[src/sv/ndd_pkg.sv]
package ndd_pkg;

  localparam int unsigned TimeBits = 32;
  localparam int unsigned CfgIdxW  = 3;

  localparam logic [CfgIdxW-1:0] CfgSourceId     = 3'd0;
  localparam logic [CfgIdxW-1:0] CfgBeaconsWake  = 3'd1;
  localparam logic [CfgIdxW-1:0] CfgNormalSleep  = 3'd2;
  localparam logic [CfgIdxW-1:0] CfgActiveSleep  = 3'd3;
  localparam logic [CfgIdxW-1:0] CfgAggrTimeout  = 3'd4;
  localparam logic [CfgIdxW-1:0] CfgAckWindow    = 3'd5;

  localparam logic [1:0] CodeNormal = 2'd0;
  localparam logic [1:0] CodeAggr   = 2'd1;
  localparam logic [1:0] CodeAck    = 2'd2;
  localparam logic [1:0] CodeDone   = 2'd3;

  localparam logic RxSlotTick = 1'b0;

  typedef enum logic [3:0] {
    ModeNormal = 4'b0001,
    ModeAggr   = 4'b0010,
    ModeAck    = 4'b0100,
    ModeDone   = 4'b1000
  } mode_e;

  typedef struct packed {
    logic [15:0] source_id;
    logic [3:0]  beacons_per_wake;
    logic [7:0]  normal_sleep_slots;
    logic [7:0]  active_sleep_slots;
    logic [15:0] aggressive_timeout_slots;
    logic [15:0] ack_window_slots;
  } ndd_cfg_t;

  typedef struct packed {
    mode_e               mode;
    logic                ack_window_open;
    logic [TimeBits-1:0] slot_clock;
    logic [TimeBits-1:0] aggr_start;
    logic [TimeBits-1:0] ack_start;
    logic [31:0]         seq;
    logic [2:0]          beacon_index;
    logic [7:0]          sleep_left;
    logic                in_sleep;
    logic                halted;
    logic                hdr_phase;
    logic                hdr_ack;
  } ndd_state_t;

  typedef struct packed {
    logic req_type;
    logic rx_length_ok;
    logic rx_ack_flag;
  } ndd_req_t;

  typedef struct packed {
    logic        beacon_valid;
    logic [15:0] beacon_source;
    logic [31:0] beacon_seq;
    logic [31:0] beacon_time;
    logic        beacon_phase;
    logic        beacon_ack;
    logic        radio_enabled;
    logic [1:0]  mode_now;
  } ndd_res_t;

  function automatic logic [1:0] mode_code(mode_e m);
    logic [1:0] c;
    case (m)
      ModeNormal: c = CodeNormal;
      ModeAggr:   c = CodeAggr;
      ModeAck:    c = CodeAck;
      ModeDone:   c = CodeDone;
      default:    c = CodeNormal;
    endcase
    return c;
  endfunction

endpackage

[src/sv/ndd_step.sv]
module ndd_step (
  input  ndd_pkg::ndd_state_t state_i,
  input  ndd_pkg::ndd_cfg_t   cfg_i,
  input  ndd_pkg::ndd_req_t   req_i,
  output ndd_pkg::ndd_state_t state_o,
  output ndd_pkg::ndd_res_t   res_o
);
  import ndd_pkg::*;

  ndd_state_t st;
  ndd_res_t   res;
  logic       send;
  logic [3:0] bpw;
  logic [3:0] next_idx;
  logic [7:0] sleep_cnt;

  always_comb begin
    st        = state_i;
    res       = '0;
    send      = 1'b0;
    bpw       = cfg_i.beacons_per_wake;
    next_idx  = {1'b0, state_i.beacon_index} + 4'd1;
    sleep_cnt = 8'd1;

    if (bpw == 4'd0) begin
      bpw = 4'd1;
    end else if (bpw > 4'd8) begin
      bpw = 4'd8;
    end

    if (req_i.req_type != RxSlotTick) begin
      if (req_i.rx_length_ok && !st.halted) begin
        case (st.mode)
          ModeNormal: begin
            st.mode       = ModeAggr;
            st.aggr_start = st.slot_clock;
          end
          ModeAggr: begin
            if (req_i.rx_ack_flag) begin
              st.mode = ModeDone;
            end else if (!st.ack_window_open) begin
              st.mode            = ModeAck;
              st.ack_start       = st.slot_clock;
              st.ack_window_open = 1'b1;
            end
          end
          ModeAck: begin
            if (req_i.rx_ack_flag) begin
              st.mode = ModeDone;
            end
          end
          default: begin
          end
        endcase
      end
    end else begin
      if (!st.halted) begin
        if (st.in_sleep) begin
          if (st.sleep_left != 8'd0) begin
            st.sleep_left = st.sleep_left - 8'd1;
          end
          if (st.sleep_left == 8'd0) begin
            st.in_sleep = 1'b0;
          end
        end
        if (!st.in_sleep) begin
          if (st.beacon_index == 3'd0) begin
            if (st.mode == ModeDone) begin
              st.halted = 1'b1;
            end else begin
              st.hdr_ack   = (st.mode == ModeAck);
              st.hdr_phase = (st.mode != ModeNormal);
              send         = 1'b1;
            end
          end else begin
            send = 1'b1;
          end
        end
        if (send) begin
          st.seq                = st.seq + 32'd1;
          res.beacon_valid      = 1'b1;
          res.beacon_source     = cfg_i.source_id;
          res.beacon_seq        = st.seq;
          res.beacon_time       = 32'(st.slot_clock);
          res.beacon_phase      = st.hdr_phase;
          res.beacon_ack        = st.hdr_ack;
          if (next_idx >= bpw) begin
            // end of wake: pick sleep length before the timeout checks
            sleep_cnt = (st.mode == ModeNormal) ? cfg_i.normal_sleep_slots
                                                : cfg_i.active_sleep_slots;
            if (sleep_cnt == 8'd0) begin
              sleep_cnt = 8'd1;
            end
            if (st.mode == ModeAggr) begin
              if ((st.slot_clock - st.aggr_start) >=
                  TimeBits'(cfg_i.aggressive_timeout_slots)) begin
                st.mode = ModeNormal;
              end
            end else if (st.mode == ModeAck) begin
              if ((st.slot_clock - st.ack_start) >= TimeBits'(cfg_i.ack_window_slots)) begin
                st.mode            = ModeDone;
                st.ack_window_open = 1'b0;
              end
            end
            st.sleep_left   = sleep_cnt;
            st.in_sleep     = 1'b1;
            st.beacon_index = 3'd0;
          end else begin
            st.beacon_index = next_idx[2:0];
          end
        end
      end
      st.slot_clock = st.slot_clock + TimeBits'(1);
    end

    res.radio_enabled = !st.halted && !st.in_sleep && (st.beacon_index != 3'd0);
    res.mode_now      = mode_code(st.mode);
  end

  assign state_o = st;
  assign res_o   = res;

endmodule

[src/sv/neighbour_discovery_duty_cycle_fsm.sv]
// flow: an accepted request is held in the request register; its result enters the output register once that is free
// throughput: one request per cycle while the result register is not stalled; the combinational state update sets this
// input stalls only while a request is held and the result register is stalled
// reset (rst_ni low, asynchronous) clears mode, timers, counters and handshake state
// and loads the configuration defaults
module neighbour_discovery_duty_cycle_fsm (
  input  logic                         clk_i,
  input  logic                         rst_ni,
  input  logic                         cfg_we_i,
  input  logic [ndd_pkg::CfgIdxW-1:0]  cfg_index_i,
  input  logic [15:0]                  cfg_wdata_i,
  input  logic                         in_valid_i,
  output logic                         in_stall_o,
  input  logic                         req_type_i,
  input  logic                         rx_length_ok_i,
  input  logic                         rx_ack_flag_i,
  output logic                         out_valid_o,
  input  logic                         out_stall_i,
  output logic                         beacon_valid_o,
  output logic [15:0]                  beacon_source_o,
  output logic [31:0]                  beacon_seq_o,
  output logic [31:0]                  beacon_time_o,
  output logic                         beacon_phase_o,
  output logic                         beacon_ack_o,
  output logic                         radio_enabled_o,
  output logic [1:0]                   mode_now_o
);
  import ndd_pkg::*;

  ndd_cfg_t   cfg_q;
  ndd_state_t state_q;
  ndd_state_t state_d;
  ndd_req_t   req_q;
  ndd_res_t   res_d;
  ndd_res_t   res_q;
  logic       req_valid_q;
  logic       out_valid_q;
  logic       out_free;
  logic       step_fire;
  logic       in_accept;

  assign out_free   = !out_valid_q || !out_stall_i;
  assign step_fire  = req_valid_q && out_free;
  assign in_stall_o = req_valid_q && !out_free;
  assign in_accept  = in_valid_i && !in_stall_o;

  always_ff @(posedge clk_i or negedge rst_ni) begin
    if (!rst_ni) begin
      cfg_q.source_id                <= 16'd0;
      cfg_q.beacons_per_wake         <= 4'd2;
      cfg_q.normal_sleep_slots       <= 8'd8;
      cfg_q.active_sleep_slots       <= 8'd1;
      cfg_q.aggressive_timeout_slots <= 16'd100;
      cfg_q.ack_window_slots         <= 16'd20;
    end else if (cfg_we_i) begin
      case (cfg_index_i)
        CfgSourceId:    cfg_q.source_id                <= cfg_wdata_i;
        CfgBeaconsWake: cfg_q.beacons_per_wake         <= cfg_wdata_i[3:0];
        CfgNormalSleep: cfg_q.normal_sleep_slots       <= cfg_wdata_i[7:0];
        CfgActiveSleep: cfg_q.active_sleep_slots       <= cfg_wdata_i[7:0];
        CfgAggrTimeout: cfg_q.aggressive_timeout_slots <= cfg_wdata_i;
        CfgAckWindow:   cfg_q.ack_window_slots         <= cfg_wdata_i;
        default: begin
        end
      endcase
    end
  end

  always_ff @(posedge clk_i or negedge rst_ni) begin
    if (!rst_ni) begin
      req_valid_q <= 1'b0;
      out_valid_q <= 1'b0;
    end else begin
      if (in_accept) begin
        req_valid_q <= 1'b1;
      end else if (step_fire) begin
        req_valid_q <= 1'b0;
      end
      if (step_fire) begin
        out_valid_q <= 1'b1;
      end else if (!out_stall_i) begin
        out_valid_q <= 1'b0;
      end
    end
  end

  always_ff @(posedge clk_i) begin
    if (in_accept) begin
      req_q.req_type     <= req_type_i;
      req_q.rx_length_ok <= rx_length_ok_i;
      req_q.rx_ack_flag  <= rx_ack_flag_i;
    end
    if (step_fire) begin
      res_q <= res_d;
    end
  end

  ndd_step u_step (
    .state_i (state_q),
    .cfg_i   (cfg_q),
    .req_i   (req_q),
    .state_o (state_d),
    .res_o   (res_d)
  );

  always_ff @(posedge clk_i or negedge rst_ni) begin
    if (!rst_ni) begin
      state_q <= {ModeNormal, {($bits(ndd_state_t) - $bits(mode_e)){1'b0}}};
    end else if (step_fire) begin
      state_q <= state_d;
    end
  end

  assign out_valid_o     = out_valid_q;
  assign beacon_valid_o  = res_q.beacon_valid;
  assign beacon_source_o = res_q.beacon_source;
  assign beacon_seq_o    = res_q.beacon_seq;
  assign beacon_time_o   = res_q.beacon_time;
  assign beacon_phase_o  = res_q.beacon_phase;
  assign beacon_ack_o    = res_q.beacon_ack;
  assign radio_enabled_o = res_q.radio_enabled;
  assign mode_now_o      = res_q.mode_now;

`ifndef SYNTH
  // halting is final
  a_halt_sticky: assert property (@(posedge clk_i) disable iff (!rst_ni)
    state_q.halted |=> state_q.halted)
    else $error("halted state cleared");

  a_halt_done: assert property (@(posedge clk_i) disable iff (!rst_ni)
    state_q.halted |-> state_q.mode == ModeDone)
    else $error("halted outside complete mode");

  a_sleep_idx: assert property (@(posedge clk_i) disable iff (!rst_ni)
    state_q.in_sleep |-> state_q.beacon_index == 3'd0)
    else $error("sleeping in the middle of a wake");

  a_ack_mode: assert property (@(posedge clk_i) disable iff (!rst_ni)
    state_q.ack_window_open |-> (state_q.mode == ModeAck || state_q.mode == ModeDone))
    else $error("ack window open outside ack or complete mode");
`endif

endmodule
[config.mk]
export PLATFORM = sky130hd
export DESIGN_NAME = neighbour_discovery_duty_cycle_fsm
export DESIGN_NICKNAME = d
export VERILOG_FILES = /design/src/sv/ndd_pkg.sv /design/src/sv/ndd_step.sv /design/src/sv/neighbour_discovery_duty_cycle_fsm.sv
export SDC_FILE = /design/constraint.sdc
export NUM_CORES = 1
export LEC_CHECK = 0
export BUFFER_PORTS_ARGS = -buffer_cell sky130_fd_sc_hd__clkbuf_2
export CAP_MARGIN = 20
export CORE_ASPECT_RATIO = 0.7
export CORE_MARGIN = 3
export CORE_UTILIZATION = 50
export DETAILED_ROUTE_END_ITERATION = 6
export PLACE_DENSITY = 0.7
export SLEW_MARGIN = 20
export SYNTH_ARGS = -nofsm -noshare
export SYNTH_HDL_FRONTEND = slang
export SYNTH_HIERARCHICAL = 1
export SYNTH_SLANG_ARGS = --single-unit
export TNS_END_PERCENT = 20
[constraint.sdc]
create_clock -name clk_i -period 4.6 [get_ports clk_i]
set_input_delay 0.23 -clock clk_i [delete_from_list [all_inputs] [get_ports clk_i]]
set_output_delay 0.23 -clock clk_i [all_outputs]
set_load 0.02 [all_outputs]
**Word level (Yosys, flattened, before mapping)**

Cells that the tools add are included.

- Register bits: 307
- Bits of input ports: 27
- Output and inout port bits: 88
- Logic and storage cells: 153

- Add/sub/neg operators: 6
- Magnitude comparators: 4
- Eq/ne operators: 19
- Multiplexer cells: 48
- Bitwise operators: 5
- Reductions and logical operators: 40

Operators by type and width:

| cell | number |
|---|---|
| 2-to-1 mux 83 bit | 1 |
| adder 32 x 1 -> 32 bit, second input constant | 2 |
| >= comparator 32 x 16 -> 1 bit | 2 |
| subtractor 32 bit | 2 |
| 2-to-1 mux 8 bit | 6 |
| 2-to-1 mux 5 bit | 8 |
| 2-to-1 mux 9 bit | 4 |
| 2-to-1 mux 15 bit | 2 |
| 2-to-1 mux 4 bit | 6 |
| logical NOT 8 bit | 2 |
| 2-to-1 mux 1 bit | 14 |
| AND reduction 2 bit | 7 |
| 2-to-1 mux 12 bit | 1 |
| one-hot mux 4 bit (3 select lines) | 1 |
| AND reduction 10 bit | 1 |
| nonzero test 2 bit | 5 |
| 2-to-1 mux 3 bit | 3 |
| equality test 4 x 2 -> 1 bit, second input constant | 2 |
| equality test 4 x 3 -> 1 bit, second input constant | 2 |
| equality test 4 bit, second input constant | 2 |
| inequality test 2 x 1 -> 1 bit, second input constant | 4 |
| AND reduction 4 bit | 2 |
| nonzero test 8 bit | 1 |
| subtractor 8 x 1 -> 8 bit, second input constant | 1 |
| other kinds (22) | 41 |

**Longest topological paths before layout**

- Depth in word-level cells: 19
- Depth in mapped cells: 23
- Gate-level depth less buffers: 23

**Cells and area by module**

Netlist, hierarchy kept.

By module, submodules not included:

| module | instances | cells each | area each (µm²) | seq. area each (µm²) |
|---|---|---|---|---|
| neighbour_discovery_duty_cycle_fsm | 1 | 557 | 10856.7 | 8139.1 |
| ndd_step | 1 | 1338 | 8465.6 | 0.0 |

**Worst setup path before layout**

OpenSTA, ideal clock, no wires.

- Path kind: reg2reg
- Start point: register state_q[115] in the netlist's numbering
- End point: register state_q[147] in the netlist's numbering
- Setup time: 0.125 ns
- Data arrival time: 4.559 ns
- Required time: 4.475 ns
- Setup slack: -0.083 ns
- Cell stages (with the launch flop): 20
- Path buffers: 0
- Period minus slack after synthesis: 4.683 ns
- Cell sequence: dfrtp_1 > ha_1 > o211ai_1 > a21o_1 > a211o_1 > nor2b_1 > nor2_1 > nor2_1 > xnor2_1 > ha_1 > a21o_1 > a21o_1 > a221oi_1 > o21ai_0 > a311oi_2 > nand4_1 > or4_1 > o31a_1 > or3_1 > mux2_2

RTL lines:

| element | RTL line | source |
|---|---|---|
| from (decl) | neighbour_discovery_duty_cycle_fsm.sv:31 | `ndd_state_t state_q;` |
| from (signal assigned) | neighbour_discovery_duty_cycle_fsm.sv:108 | `state_q <= {ModeNormal, {($bits(ndd_state_t) - $bits(mode_e)){1'b0}}};` |
| from (signal assigned) | neighbour_discovery_duty_cycle_fsm.sv:110 | `state_q <= state_d;` |

==> impl_metrics.py <==
metrics = {
    "critical_path": {
        "r2r_start": "state_q[51]",
        "worst-path-max-fanout": 3,
        "crit_buf_inv": 1,
        "crit_path_cell_trace": "inv_2, ha_4, o211ai_1, a21o_1, a211o_1, nor2b_2, nor2_1, nor2_1, xnor2_1, ha_1, a21o_1, a21o_1, a221oi_2, o21ai_1, a311oi_2, nand4_1, or4_1, o31a_1, or3_1, mux2_2",
        "required_ps": 5080,
        "startpoint_type": "flop",
        "cpPeakStageDelay_ps": 400,
        "cp-end-kind": "flop",
        "slowest_stage": "or4_1",
        "cp_top_family": "compound AO/OA/AOI/OAI gates",
        "crit_type": "reg -> reg",
        "crit_start": "state_q[51]",
        "arrival_ps": 5090,
        "crit_path_frequent_cell": "a21o_1",
    },
    "timing": {
        "setup_viol": 1,
        "finalMaxSlewViolations": 0,
        "fin_crit_sh": 1.00,
        "maxSlewHeadroom": 0.435,
        "worstMarginPinSlew_ps": 836,
        "rsz0062_at_grt": "yes",
        "whs_ps": 57.5,
        "final.setup.tns_ps": -7.68,
        "fin_skew_ps": 18.7,
        "max_clock_freq_mhz": 217,
        "fin_ws_ps": -7.68,
        "finalCriticalPeriod_ps": 4610,
        "hold_viol": 0,
    },
    "yosys": {
        "yosysTopAreaCellShare": 0.271,
        "yosys_warnings": 6,
        "synthFlopType": "dfrtp_1",
        "avgSynthCellArea_um2": 10.2,
        "synth.largest_area_cell": "dfrtp_1",
        "seq_area_frac_synth": 0.421,
        "ys_seq_elements": 307,
        "syn_area_um2": 19300,
        "synthArstFlopShare": 0.710,
        "synth_area_leaders": "dfrtp_1 (27%), edfxtp_1 (14%), mux2_2 (13%), ha_1 (6.8%), xnor2_1 (4.2%)",
        "synth_edf_count": 89,
        "synth.distinct_cells": 97,
        "syn_nets": 2029,
        "synth_cells": 1895,
    },
    "hold_path": {
        "min_from": "cfg_wdata_i[2]",
        "min_path_type": "in -> reg",
    },
    "power_and_ir_drop": {
        "power_density_nw_per_um2": 458,
        "peakVddDrop_mv": 0.352,
        "leakage_uw": 0.0103,
    },
    "cells_and_area": {
        "final_area_um2": 22100,
        "final_nets": 2186,
        "fillCellCount": 3157,
        "stdcell_count": 2566,
        "multi_input_area_um2": 10400,
        "layout_common_cells": "mux2_2 (220), dfrtp_1 (209), nand2_1 (188), inv_1 (114), clkbuf_2 (113)",
        "area_delta_synth_final_pct": 14.5,
        "layout_commonest_cell": "mux2_2",
        "drive_gt1_frac": 0.257,
        "seqCellArea_um2": 8140,
    },
    "detailed_routing": {
        "dr.first_iter.drc_count": 961,
        "routed_wl_um": 46000,
        "dr.pass1.iters": 5,
        "antenna_left": 0,
        "vias": 14500,
        "wl_per_cell_um": 17.9,
        "route.detailed.drc": 0,
        "vias_per_cell": 5.66,
    },
    "grt": {
        "grt_busiest_layer": "met2",
        "grt_remaining_overflow": 0,
        "use_met2": 0.340,
        "grt_pass1_wl_um": 73500,
        "antenna_found_initial": 0,
        "grt_max_degree": 120,
        "grt_usage": 0.221,
        "grt_pass1_vias": 14100,
        "grt_util_met3": 0.0356,
        "grt.met1_usage": 0.325,
    },
    "status": {
        "violations": "setup timing",
        "status": "finished with violations",
    },
    "placed_design": {
        "placed_cell_area_um2": 20700,
        "dp.cells": 2480,
        "dp_hpwl_um": 32500,
        "place_ws_ps": -184,
        "port_buffers": 114,
        "place.gp.congestion": 0.929,
    },
    "die": {
        "core_area_um2": 37600,
        "boundaryPins": 115,
        "die_area_um2": 41100,
        "die_x_um": 241,
        "die_y_um": 170,
        "start_util": 0.513,
        "placementRows": 59,
    },
    "job": {
        "maxCapViolations": 0,
    },
    "cts": {
        "htreeDepth": 1,
        "cts.clk_slew.worst_paths_ps": 70,
        "cts_made_buffers": 31,
        "cts_buffer_depth": 3,
        "cts_tree": "done",
        "cts_sinks": 307,
        "root_buffer": "clkbuf_16",
        "clkLatencyLatePin_ps": 590,
    },
}
per-stage QoR:
step | utilization | power, uW
2_1_floorplan | - | 6190
3_3_place_gp | 0.549 | 7230
3_5_place_dp | 0.549 | 7320
4_1_cts | 0.585 | 10100
5_1_grt | 0.587 | 10800
6_report | 0.587 | 10100
worst register-to-register path: stages (launching register included):
cell,delay (ps)
dfrtp_1,370
inv_2,60
ha_4,280
o211ai_1,100
a21o_1,210
a211o_1,320
nor2b_2,170
nor2_1,100
nor2_1,60
xnor2_1,130
ha_1,320
a21o_1,190
a21o_1,190
a221oi_2,250
o21ai_1,110
a311oi_2,250
nand4_1,100
or4_1,400
o31a_1,270
or3_1,360
mux2_2,260
flip-flops by register name, summed over array words and instances (netlist names):
signal,flops
beacon_seq_o,32
radio_enabled_o,1
req_valid_q,1
state_q,148
beacon_time_o,32
cfg_q,68
beacon_source_o,16
beacon_valid_o,1
mode_now_o,2
out_valid_o,1
beacon_ack_o,1
beacon_phase_o,1
req_q,3
area by class of cell:
class / count / share of cell area
antenna: 1 / 0.000113
sequential: 307 / 0.368
clock inverter: 10 / 0.00645
clock buffer: 48 / 0.0426
multi-input combinational: 1384 / 0.472
inverter: 119 / 0.0202
tap: 488 / 0.0276
timing repair buffer: 209 / 0.0630
cells in the mapped netlist (4+ instances only):
| cell | number |
|---|---|
| o32ai_1 | 4 |
| nand2_1 | 188 |
| o22ai_1 | 6 |
| dfstp_2 | 9 |
| nand2b_1 | 14 |
| a221oi_1 | 5 |
| xnor2_1 | 92 |
| o21a_1 | 12 |
| edfxtp_1 | 89 |
| a21o_1 | 38 |
| o31ai_1 | 6 |
| or2_2 | 5 |
| nor2_1 | 112 |
| buf_4 | 14 |
| a21oi_1 | 78 |
| a211oi_1 | 8 |
| a31oi_1 | 13 |
| nand3_1 | 44 |
| ha_1 | 105 |
| o211ai_1 | 13 |
| nor3_1 | 17 |
| nor2b_1 | 13 |
| mux2i_1 | 9 |
| nor4b_1 | 5 |
| and2_1 | 5 |
| buf_6 | 5 |
| mux2_2 | 220 |
| and3_1 | 76 |
| o21bai_1 | 4 |
| o21ai_0 | 106 |
| or3_1 | 14 |
| a22o_1 | 7 |
| nand4_1 | 22 |
| inv_1 | 119 |
| xor2_1 | 50 |
| clkbuf_1 | 46 |
| dfrtp_1 | 209 |
| buf_1 | 6 |
| buf_2 | 12 |
| o21ai_1 | 8 |
logic make-up (layout without fill, tap and decap cells):
logic type | Yosys count | count (layout) | synth area share
simple gates | 544 | 544 | 0.141
flops | 307 | 307 | 0.421
buf+inv | 204 | 386 | 0.0461
other cells | 0 | 1 | 0
mux | 232 | 232 | 0.135
fa+ha+maj | 107 | 107 | 0.0701
compound gates | 359 | 359 | 0.123
xor+xnor | 142 | 142 | 0.0644
report_power, final:
part / leakage [uW] / switching [uW] / internal [uW]
clock network: 0.000532 / 1090 / 1580
logic: 0.00606 / 2210 / 1890
registers: 0.00375 / 230 / 3130
total: 0.0103 / 3520 / 6600
routing by layer:
metal,vias up,routed length [um]
li1,7064,-
met1,7046,22800
met2,334,19900
met3,69,2130
met4,0,1160
met5,-,0
path summary, 6_finish.rpt:
check	depth (start not counted)	slack, ps	to
max	20	-8	state_q[147]
min	2	60	cfg_q[54]
max reg2reg	20	-8	state_q[147]
min reg2reg	1	490	cfg_q[67]
max in group asynchronous	3	3240	state_q[96]
min in group asynchronous	2	230	cfg_q[48]
timing repair:
action,4_1_cts,5_1_grt
setup buffers,2,3
hold buffers,21,0
endpoints found under the hold margin,145,0
pin swaps,7,23
setup endpoints to repair,4,7
resized for setup,8,17
Note: power is estimated with default switching activity, not from simulation.
